## src/rtl/core/assert_macros.svh

```systemverilog
// Assertion helpers shared by the RTL. Define ASSERT_OFF to compile them out.
`ifndef ASSERT_MACROS_SVH
`define ASSERT_MACROS_SVH

`ifndef ASSERT_OFF

`define ASSERT_IMPLIES(label, clk, rst_n, ante, cons) \
	label: assert property (@(posedge clk) disable iff (!rst_n) (ante) |-> (cons)) \
		else $error("assertion failed: same-cycle implication");

`define ASSERT_NEXT(label, clk, rst_n, ante, cons) \
	label: assert property (@(posedge clk) disable iff (!rst_n) (ante) |=> (cons)) \
		else $error("assertion failed: next-cycle implication");

`else

`define ASSERT_IMPLIES(label, clk, rst_n, ante, cons)

`define ASSERT_NEXT(label, clk, rst_n, ante, cons)

`endif

`endif

```

## src/rtl/core/cbd_pkg.sv

```systemverilog
package cbd_pkg;

	localparam logic [7:0] CH_LF   = 8'h0A;
	localparam logic [7:0] CH_CR   = 8'h0D;
	localparam logic [7:0] CH_TAB  = 8'h09;
	localparam logic [7:0] CH_VT   = 8'h0B;
	localparam logic [7:0] CH_FF   = 8'h0C;
	localparam logic [7:0] CH_SP   = 8'h20;
	localparam logic [7:0] CH_SEMI = 8'h3B;

	localparam logic [7:0] DIGIT_OFS = 8'h30;
	localparam logic [7:0] LOWER_OFS = 8'h57;
	localparam logic [7:0] UPPER_OFS = 8'h37;

	localparam logic [1:0] MAX_NON_LF = 2'd2;

	localparam int QUEUE_DEPTH = 4;
	localparam int QPTR_W      = $clog2(QUEUE_DEPTH);
	localparam int QCNT_W      = $clog2(QUEUE_DEPTH + 1);

	typedef enum logic [1:0] {
		ERR_NONE = 2'd0,
		ERR_SIZE = 2'd1,
		ERR_CRLF = 2'd2
	} err_code_t;

	typedef enum logic [2:0] {
		PH_SIZE,
		PH_DATA,
		PH_CRLF,
		PH_TRAILER,
		PH_DONE
	} phase_t;

	typedef enum logic [1:0] {
		SUB_BEFORE,
		SUB_DIGITS,
		SUB_AFTER,
		SUB_EXT
	} size_sub_t;

	typedef enum logic [1:0] {
		TL_EMPTY,
		TL_CR,
		TL_TEXT
	} trailer_kind_t;

	// One classified input byte as it travels through the queue.
	typedef struct packed {
		logic [7:0] raw;
		logic       is_lf;
		logic       is_cr;
		logic       is_semi;
		logic       is_space;
		logic       is_hex;
		logic [3:0] hex_val;
	} byte_class_t;

	typedef struct packed {
		logic      done;
		err_code_t err;
	} dec_status_t;

endpackage

```

## src/rtl/core/cbd_if.sv

```systemverilog
interface cbd_in_if;
	logic       valid;
	logic       ready;
	logic [7:0] in_byte;

	modport source (output valid, output in_byte, input ready);
	modport sink (input valid, input in_byte, output ready);
endinterface

interface cbd_out_if;
	logic       valid;
	logic       ready;
	logic [7:0] payload_byte;
	logic       payload_valid;
	logic       consumed;
	logic       done_res;
	logic [1:0] error_code;

	modport source (output valid, output payload_byte, output payload_valid,
		output consumed, output done_res, output error_code, input ready);
	modport sink (input valid, input payload_byte, input payload_valid,
		input consumed, input done_res, input error_code, output ready);
endinterface

```

## src/rtl/core/cbd_front.sv

```systemverilog
module cbd_front (
	cbd_in_if.sink              din,
	input  logic                full,
	output logic                push,
	output cbd_pkg::byte_class_t push_data
);
	import cbd_pkg::*;

	logic [7:0] b;

	assign b         = din.in_byte;
	assign din.ready = !full;
	assign push      = din.valid && !full;

	always_comb begin
		push_data.raw      = b;
		push_data.is_lf    = (b == CH_LF);
		push_data.is_cr    = (b == CH_CR);
		push_data.is_semi  = (b == CH_SEMI);
		push_data.is_space = b inside {CH_SP, CH_TAB, CH_CR, CH_VT, CH_FF};
		push_data.is_hex   = 1'b1;
		push_data.hex_val  = 4'd0;
		case (b) inside
			[8'h30:8'h39]: begin
				push_data.hex_val = 4'(b - DIGIT_OFS);
			end
			[8'h61:8'h66]: begin
				push_data.hex_val = 4'(b - LOWER_OFS);
			end
			[8'h41:8'h46]: begin
				push_data.hex_val = 4'(b - UPPER_OFS);
			end
			default: begin
				push_data.is_hex = 1'b0;
			end
		endcase
	end

endmodule

```

## src/rtl/core/cbd_queue.sv

```systemverilog
module cbd_queue (
	input  logic                 clk,
	input  logic                 arst_n,
	input  logic                 push,
	input  cbd_pkg::byte_class_t push_data,
	output logic                 full,
	input  logic                 pop,
	output logic                 head_valid,
	output cbd_pkg::byte_class_t head
);
	import cbd_pkg::*;

	byte_class_t        entry_q [QUEUE_DEPTH];
	logic [QPTR_W-1:0]  wr_ptr_q;
	logic [QPTR_W-1:0]  rd_ptr_q;
	logic [QCNT_W-1:0]  count_q;
	logic               do_push;
	logic               do_pop;

	assign full       = (count_q == QCNT_W'(QUEUE_DEPTH));
	assign head_valid = (count_q != '0);
	assign head       = entry_q[rd_ptr_q];
	assign do_push    = push && !full;
	assign do_pop     = pop && head_valid;

	always_ff @(posedge clk) begin
		if (do_push) begin
			entry_q[wr_ptr_q] <= push_data;
		end
	end

	always_ff @(posedge clk or negedge arst_n) begin
		if (!arst_n) begin
			wr_ptr_q <= '0;
			rd_ptr_q <= '0;
			count_q  <= '0;
		end else begin
			if (do_push) begin
				wr_ptr_q <= wr_ptr_q + 1'b1;
			end
			if (do_pop) begin
				rd_ptr_q <= rd_ptr_q + 1'b1;
			end
			if (do_push && !do_pop) begin
				count_q <= count_q + 1'b1;
			end else if (do_pop && !do_push) begin
				count_q <= count_q - 1'b1;
			end
		end
	end

endmodule

```

## src/rtl/core/cbd_back.sv

```systemverilog
module cbd_back #(
	parameter int SIZE_BITS = 64
) (
	input  logic                 clk,
	input  logic                 arst_n,
	input  logic                 head_valid,
	input  cbd_pkg::byte_class_t head,
	output logic                 pop,
	cbd_out_if.source            dout,
	output cbd_pkg::dec_status_t status
);
	import cbd_pkg::*;

	phase_t                phase_q, phase_d;
	size_sub_t             sub_q, sub_d;
	logic [SIZE_BITS-1:0]  accum_q, accum_d;
	logic [SIZE_BITS-1:0]  remain_q, remain_d;
	logic [1:0]            crlf_q, crlf_d;
	trailer_kind_t         tkind_q, tkind_d;
	err_code_t             err_q, err_d;

	logic                  out_valid_q;
	logic [7:0]            out_byte_q;
	logic                  out_pvalid_q;
	logic                  out_used_q;
	logic                  out_done_q;
	err_code_t             out_err_q;

	logic                  fire;
	logic [7:0]            pay;
	logic                  pvalid;
	logic                  used;

	assign fire = head_valid && (!out_valid_q || dout.ready);
	assign pop  = fire;

	always_comb begin
		phase_d  = phase_q;
		sub_d    = sub_q;
		accum_d  = accum_q;
		remain_d = remain_q;
		crlf_d   = crlf_q;
		tkind_d  = tkind_q;
		err_d    = err_q;
		pay      = 8'd0;
		pvalid   = 1'b0;
		used     = 1'b0;
		if (err_q == ERR_NONE && phase_q != PH_DONE) begin
			used = 1'b1;
			case (phase_q)
				PH_SIZE: begin
					if (head.is_lf) begin
						if (sub_q == SUB_BEFORE) begin
							err_d = ERR_SIZE;
						end else if (accum_q == '0) begin
							phase_d = PH_TRAILER;
							tkind_d = TL_EMPTY;
						end else begin
							remain_d = accum_q;
							phase_d  = PH_DATA;
						end
						sub_d   = SUB_BEFORE;
						accum_d = '0;
					end else if (sub_q == SUB_EXT) begin
						// Extension text is skipped up to the line end.
					end else if (head.is_semi) begin
						if (sub_q == SUB_BEFORE) begin
							err_d = ERR_SIZE;
						end else begin
							sub_d = SUB_EXT;
						end
					end else if (head.is_space) begin
						if (sub_q == SUB_DIGITS) begin
							sub_d = SUB_AFTER;
						end
					end else if (!head.is_hex || sub_q == SUB_AFTER) begin
						err_d = ERR_SIZE;
					end else if (accum_q[SIZE_BITS-1 -: 4] != 4'd0) begin
						// Another digit would shift a set bit out of the size.
						err_d = ERR_SIZE;
					end else begin
						accum_d = {accum_q[SIZE_BITS-5:0], head.hex_val};
						sub_d   = SUB_DIGITS;
					end
				end
				PH_DATA: begin
					pay      = head.raw;
					pvalid   = 1'b1;
					remain_d = remain_q - 1'b1;
					if (remain_q == SIZE_BITS'(1)) begin
						phase_d = PH_CRLF;
						crlf_d  = 2'd0;
					end
				end
				PH_CRLF: begin
					if (head.is_lf) begin
						phase_d = PH_SIZE;
						sub_d   = SUB_BEFORE;
						accum_d = '0;
						crlf_d  = 2'd0;
					end else if (crlf_q >= MAX_NON_LF) begin
						err_d = ERR_CRLF;
					end else begin
						crlf_d = crlf_q + 1'b1;
					end
				end
				PH_TRAILER: begin
					if (head.is_lf) begin
						if (tkind_q != TL_TEXT) begin
							phase_d = PH_DONE;
						end
						tkind_d = TL_EMPTY;
					end else if (head.is_cr && tkind_q == TL_EMPTY) begin
						tkind_d = TL_CR;
					end else begin
						tkind_d = TL_TEXT;
					end
				end
				default: begin
					used = 1'b0;
				end
			endcase
		end
	end

	always_ff @(posedge clk or negedge arst_n) begin
		if (!arst_n) begin
			phase_q     <= PH_SIZE;
			sub_q       <= SUB_BEFORE;
			accum_q     <= '0;
			remain_q    <= '0;
			crlf_q      <= 2'd0;
			tkind_q     <= TL_EMPTY;
			err_q       <= ERR_NONE;
			out_valid_q <= 1'b0;
		end else begin
			if (fire) begin
				phase_q     <= phase_d;
				sub_q       <= sub_d;
				accum_q     <= accum_d;
				remain_q    <= remain_d;
				crlf_q      <= crlf_d;
				tkind_q     <= tkind_d;
				err_q       <= err_d;
				out_valid_q <= 1'b1;
			end else if (dout.ready) begin
				out_valid_q <= 1'b0;
			end
		end
	end

	always_ff @(posedge clk) begin
		if (fire) begin
			out_byte_q   <= pay;
			out_pvalid_q <= pvalid;
			out_used_q   <= used;
			out_done_q   <= (phase_d == PH_DONE);
			out_err_q    <= err_d;
		end
	end

	assign dout.valid         = out_valid_q;
	assign dout.payload_byte  = out_byte_q;
	assign dout.payload_valid = out_pvalid_q;
	assign dout.consumed      = out_used_q;
	assign dout.done_res      = out_done_q;
	assign dout.error_code    = out_err_q;

	assign status.done = (phase_q == PH_DONE);
	assign status.err  = err_q;

endmodule

```

## src/rtl/core/chunked_body_decoder_top.sv

```systemverilog
// A byte accepted from din is first written into a queue entry, then decoded into the
// result register that drives dout; earlier queued bytes or a stalled dout delay it.
// Throughput: one byte per cycle while dout is not stalled; a 4-entry queue sits
// between the classifier and the decoder.
// Reset: arst_n clears the queue, the decoder state and the output valid flag at once.
`include "assert_macros.svh"

module chunked_body_decoder_top #(
	parameter int SIZE_BITS = 64
) (
	input  logic       clk,
	input  logic       arst_n,
	cbd_in_if.sink     din,
	cbd_out_if.source  dout
);
	import cbd_pkg::*;

	logic        q_full;
	logic        q_push;
	byte_class_t q_push_data;
	logic        q_pop;
	logic        q_head_valid;
	byte_class_t q_head;
	dec_status_t status;
	logic        out_data;
	logic        out_clean;

	cbd_front u_front (
		.din       (din),
		.full      (q_full),
		.push      (q_push),
		.push_data (q_push_data)
	);

	cbd_queue u_queue (
		.clk        (clk),
		.arst_n     (arst_n),
		.push       (q_push),
		.push_data  (q_push_data),
		.full       (q_full),
		.pop        (q_pop),
		.head_valid (q_head_valid),
		.head       (q_head)
	);

	cbd_back #(
		.SIZE_BITS (SIZE_BITS)
	) u_back (
		.clk        (clk),
		.arst_n     (arst_n),
		.head_valid (q_head_valid),
		.head       (q_head),
		.pop        (q_pop),
		.dout       (dout),
		.status     (status)
	);

	assign out_data  = dout.valid && dout.payload_valid;
	assign out_clean = dout.consumed && !dout.done_res && dout.error_code == ERR_NONE;

	// A latched error never changes again.
	`ASSERT_NEXT(a_err_sticky, clk, arst_n, status.err != ERR_NONE, $stable(status.err))
	// Completion and an error exclude each other.
	`ASSERT_IMPLIES(a_done_no_err, clk, arst_n, status.done, status.err == ERR_NONE)
	// A data byte is only delivered by a decoder that is still working.
	`ASSERT_IMPLIES(a_payload_clean, clk, arst_n, out_data, out_clean)

endmodule
```

## src/flat_wrapper.sv

```systemverilog
// flat-port wrapper written by rule: the top's interface ports become plain ports
module chunked_body_decoder_top_flat import cbd_pkg::*;
#(
	parameter int SIZE_BITS = 64
)
  (clk, arst_n, din_valid, din_in_byte, din_ready, dout_valid, dout_payload_byte, dout_payload_valid, dout_consumed, dout_done_res, dout_error_code, dout_ready);
  cbd_in_if din_i ();
  cbd_out_if dout_i ();
  input  logic clk;
  input  logic arst_n;
  input wire logic [$bits(din_i.valid)-1:0] din_valid;
  input wire logic [$bits(din_i.in_byte)-1:0] din_in_byte;
  output wire logic [$bits(din_i.ready)-1:0] din_ready;
  output wire logic [$bits(dout_i.valid)-1:0] dout_valid;
  output wire logic [$bits(dout_i.payload_byte)-1:0] dout_payload_byte;
  output wire logic [$bits(dout_i.payload_valid)-1:0] dout_payload_valid;
  output wire logic [$bits(dout_i.consumed)-1:0] dout_consumed;
  output wire logic [$bits(dout_i.done_res)-1:0] dout_done_res;
  output wire logic [$bits(dout_i.error_code)-1:0] dout_error_code;
  input wire logic [$bits(dout_i.ready)-1:0] dout_ready;
  assign din_i.valid = din_valid;
  assign din_i.in_byte = din_in_byte;
  assign din_ready = din_i.ready;
  assign dout_valid = dout_i.valid;
  assign dout_payload_byte = dout_i.payload_byte;
  assign dout_payload_valid = dout_i.payload_valid;
  assign dout_consumed = dout_i.consumed;
  assign dout_done_res = dout_i.done_res;
  assign dout_error_code = dout_i.error_code;
  assign dout_i.ready = dout_ready;
  chunked_body_decoder_top #(.SIZE_BITS(SIZE_BITS)) u_core (.clk(clk), .arst_n(arst_n), .din(din_i), .dout(dout_i));
endmodule
```

## config.mk

```make
export PLATFORM = sky130hd
export DESIGN_NAME = chunked_body_decoder_top_flat
export DESIGN_NICKNAME = d
export VERILOG_FILES = /design/src/rtl/core/cbd_pkg.sv /design/src/rtl/core/cbd_if.sv /design/src/rtl/core/cbd_front.sv /design/src/rtl/core/cbd_queue.sv /design/src/rtl/core/cbd_back.sv /design/src/rtl/core/chunked_body_decoder_top.sv /design/src/flat_wrapper.sv
export VERILOG_INCLUDE_DIRS = /design/src /design/src/rtl/core
export SDC_FILE = /design/constraint.sdc
export NUM_CORES = 1
export LEC_CHECK = 0
export ABC_AREA = 0
export BUFFER_PORTS_ARGS = -buffer_cell sky130_fd_sc_hd__buf_2
export CAP_MARGIN = 5
export CELL_PAD_IN_SITES_DETAIL_PLACEMENT = 0
export CELL_PAD_IN_SITES_GLOBAL_PLACEMENT = 1
export CORE_MARGIN = 3
export CORE_UTILIZATION = 50
export DETAILED_ROUTE_END_ITERATION = 12
export PLACE_DENSITY_LB_ADDON = 0.1
export SETUP_SLACK_MARGIN = 0.3
export SLEW_MARGIN = 0
export SYNTH_ARGS = -nofsm -noshare
export SYNTH_HDL_FRONTEND = slang
export SYNTH_SLANG_ARGS = --single-unit
```

## constraint.sdc

```tcl
create_clock -name clk -period 3.1 [get_ports clk]
set_input_delay 0.465 -clock clk [delete_from_list [all_inputs] [get_ports clk]]
set_output_delay 0.465 -clock clk [all_outputs]
set_load 0.02 [all_outputs]
```

==> results.py <==
metrics = {
    "synthesis": {
        "avgSynthCellArea_um2": 10.1,
        "seq_area_frac_synth": 0.538,
        "synth_top_area_share": 0.324,
        "ys_ff_latch": 228,
        "yosysTopAreaCell": "dfrtp_1",
        "ys_types": 75,
        "synthesis.area_um2": 11400,
        "yosysMostFrequentCell": "nand2_1",
        "synthTopCellsByArea": "dfrtp_1 32%, edfxtp_1 21%, nand2_1 6.3%, o21ai_0 5.6%, mux4_2 3.2%",
        "synth_flop_cell": "dfrtp_1",
        "synthTopCellsByCount": "192 x nand2_1, 147 x dfrtp_1, 126 x o21ai_0",
        "syn_inst": 1124,
        "synth_edf_count": 81,
        "syn_nets": 1150,
        "synth-warning-count": 0,
        "ys_async_sr_fraction": 0.645,
    },
    "drt": {
        "via_per_inst": 6.13,
        "ant_nets": 0,
        "dr.first_iter.drc_count": 644,
        "wl_um": 28400,
        "drt_pass1_iterations": 5,
        "m1WireLength_um": 13000,
        "drc": 0,
        "wl_met3_um": 1180,
        "dr_wl_met2_um": 13600,
        "highest_layer": "met4",
        "num_vias": 8847,
        "wl_per_cell_um": 19.7,
    },
    "grt": {
        "grt_max_degree": 129,
        "antenna_found_initial": 0,
        "grt_use_total": 0.232,
        "grt_overflow": 0,
        "grt_pass1_wl_um": 46200,
        "grt_pass1_vias": 8439,
    },
    "worst_setup_path": {
        "critPathCaptureType": "flip-flop",
        "worst-path-max-fanout": 39,
        "required_ns": 3.53,
        "reg2reg_from": "u_core.u_back.accum_q[27]$_DFFE_PN0P_",
        "critPathLaunchType": "flip-flop",
        "arrival_ns": 3.12,
        "critPathLaunch": "u_core.u_back.accum_q[27]$_DFFE_PN0P_",
        "path_class": "flip-flop to flip-flop",
    },
    "floorplan": {
        "die_height_um": 157,
        "dieArea_um2": 24500,
        "coreArea_um2": 22100,
        "die_w_um": 157,
        "rows": 54,
        "ios": 27,
        "start_util": 0.514,
    },
    "min_path": {
        "worstHoldStart": "din_in_byte[5]",
        "min_path_type": "primary input to flip-flop",
    },
    "sta": {
        "setup_viol": 0,
        "maxSlewHeadroom": 0.363,
        "rsz0062_at_grt": "false",
        "fmax_ghz": 0.372,
        "hold_violations": 0,
        "period_needed_ns": 2.69,
        "maxSlewViolCount": 0,
        "setup-tns-final_ns": 0,
        "worst_pin_slew_ns": 0.955,
        "timing.final.crit_share": 0.868,
        "finClkSkew_ns": 0.0260,
        "fin_ws_ns": 0.410,
    },
    "cts": {
        "cts-buffers-inserted": 26,
        "clock_latency_ns": 0.56,
        "cts_tree": "done",
        "root_buffer": "clkbuf_16",
        "htreeDepth": 1,
        "clockBufferDepth": 3,
        "clk_pin_slew_ns": 0.06,
        "cts.sinks": 228,
    },
    "power": {
        "internal_power_mw": 5.85,
        "irDropWorstVdd_v": 0.000591,
        "p_clk_frac": 0.379,
        "leakage_nw": 5.10,
        "p_per_area_nw_per_um2": 638,
        "seq_power_share": 0.439,
        "power_frac_comb": 0.182,
        "power_mw": 8.16,
        "power.switching_mw": 2.31,
        "swShare": 0.283,
    },
    "cells_and_area": {
        "nets": 1172,
        "diodes": 0,
        "synthToLayoutAreaGrowth_pct": 12.7,
        "drive_above_1_share": 0.131,
    },
    "place": {
        "pre_cts_slack_ns": 0.349,
        "portBuffers": 26,
        "gp_congestion": 0.823,
        "dp_hpwl_um": 18300,
    },
    "flow_run": {
        "max_cap_violations": 0,
    },
    "status": {
        "status": "finished, final reports clean",
    },
}
## state kept, by name, indices dropped and copies added, names as in the netlist
signal                            cells
u_core.u_back.accum_q                64
u_core.u_back.crlf_q                  2
u_core.u_back.dout.consumed           1
u_core.u_back.dout.done_res           1
u_core.u_back.dout.error_code         2
u_core.u_back.dout.payload_byte       8
u_core.u_back.dout.payload_valid      1
u_core.u_back.dout.valid              1
u_core.u_back.err_q                   2
u_core.u_back.phase_q                 3
u_core.u_back.remain_q               64
u_core.u_back.sub_q                   2
u_core.u_back.tkind_q                 2
u_core.u_queue.count_q                3
u_core.u_queue.entry_q               68
u_core.u_queue.rd_ptr_q               2
u_core.u_queue.wr_ptr_q               2
## cells in the final DEF, fill, tap and decap left out, drive strengths merged, types with 11 or more instances in the layout
| cell type | netlist | final |
|---|---|---|
| nand2 | 192 | 192 |
| dfrtp | 147 | 147 |
| o21ai | 129 | 129 |
| edfxtp | 81 | 81 |
| nor2 | 76 | 76 |
| a21oi | 64 | 64 |
| buf | 20 | 60 |
| nor4 | 45 | 45 |
| clkbuf | 48 | 35 |
| nor3 | 30 | 30 |
| inv | 24 | 25 |
| nand3 | 23 | 23 |
| o22a | 21 | 21 |
| nand4 | 18 | 18 |
| mux4 | 16 | 16 |
| a2bb2oi | 14 | 14 |
| ha | 13 | 13 |
| and3 | 13 | 13 |
| a31oi | 12 | 12 |
| o21a | 11 | 11 |
## worst max-delay path, stage by stage, from the launching register on
cell	delay, ns
dfrtp_1	0.45
nor4_2	0.39
nand4_1	0.26
or4_1	0.61
o21a_1	0.21
buf_4	0.28
o21a_1	0.17
o22a_1	0.18
## per-layer routing
metal,global-route usage,vias to the layer above
met5,0,-
met4,0.0600,0
met3,0.0290,43
met2,0.385,224
met1,0.327,4392
li1,-,4188
## final timing paths
path | endpoint | cells after the start | slack (ns)
max reg2reg | u_core.u_back.remain_q[39]$_DFFE_PN0P_ | 7 | 0.41
max in group asynchronous | u_core.u_back.accum_q[43]$_DFFE_PN0P_ | 3 | 1.78
min | u_core.u_queue.entry_q[3][14]$_DFFE_PP_ | 1 | 0.17
min in group asynchronous | u_core.u_back.remain_q[21]$_DFFE_PN0P_ | 2 | 0.45
max | u_core.u_back.remain_q[39]$_DFFE_PN0P_ | 7 | 0.41
min reg2reg | u_core.u_queue.count_q[2]$_DFFE_PN0P_ | 1 | 0.49
## logic make-up (layout without fill, tap and decap cells)
kind of cell | Yosys count | count (layout) | share of synthesized area
AO/OA/AOI/OAI | 312 | 312 | 0.170
XOR/XNOR | 6 | 6 | 0.00463
adder cells (fa/ha/maj) | 14 | 14 | 0.0161
buffers and inverters | 92 | 132 | 0.0397
flip-flops | 228 | 228 | 0.538
multiplexers | 23 | 23 | 0.0384
AND/OR/NAND/NOR | 449 | 449 | 0.193
## what timing repair did
action,4_1_cts,5_1_grt
buffers inserted,0,1
hold endpoints to repair,57,0
hold buffers,1,0
gates resized for setup,0,8
setup endpoints to repair,0,35
## metrics by stage
stage / instances / hold slack [ns] / area (µm²) / utilization
2_1_floorplan: 1124 / 0.169 / 11400 / -
5_1_grt: 1444 / 0.160 / 12800 / 0.579
3_5_place_dp: 1395 / 0.479 / 11800 / 0.536
6_report: 1444 / 0.171 / 12800 / 0.579
3_3_place_gp: 1395 / 0.472 / 11800 / 0.536
4_1_cts: 1442 / 0.142 / 12700 / 0.575
## final cells by class
| class | instances | area, µm² |
|---|---|---|
| clock buffer | 34 | 701 |
| multi-input combinational | 804 | 4860 |
| tap | 280 | 350 |
| fill | 1884 | 9310 |
| timing repair buffer | 62 | 505 |
| inverter | 24 | 90.1 |
| sequential | 228 | 6110 |
| clock inverter | 12 | 166 |
## power groups by stage
| stage | Clock (mW) | Combinational [mW] | Sequential, mW |
|---|---|---|---|
| 2_1_floorplan | 0 | 1.03 | 3.62 |
| 3_3_place_gp | 0 | 1.48 | 3.62 |
| 3_5_place_dp | 0 | 1.50 | 3.64 |
| 4_1_cts | 3.17 | 1.51 | 3.59 |
| 5_1_grt | 3.28 | 1.64 | 3.61 |
| 6_report | 3.10 | 1.48 | 3.58 |
Power figures use the tool's default switching activity.
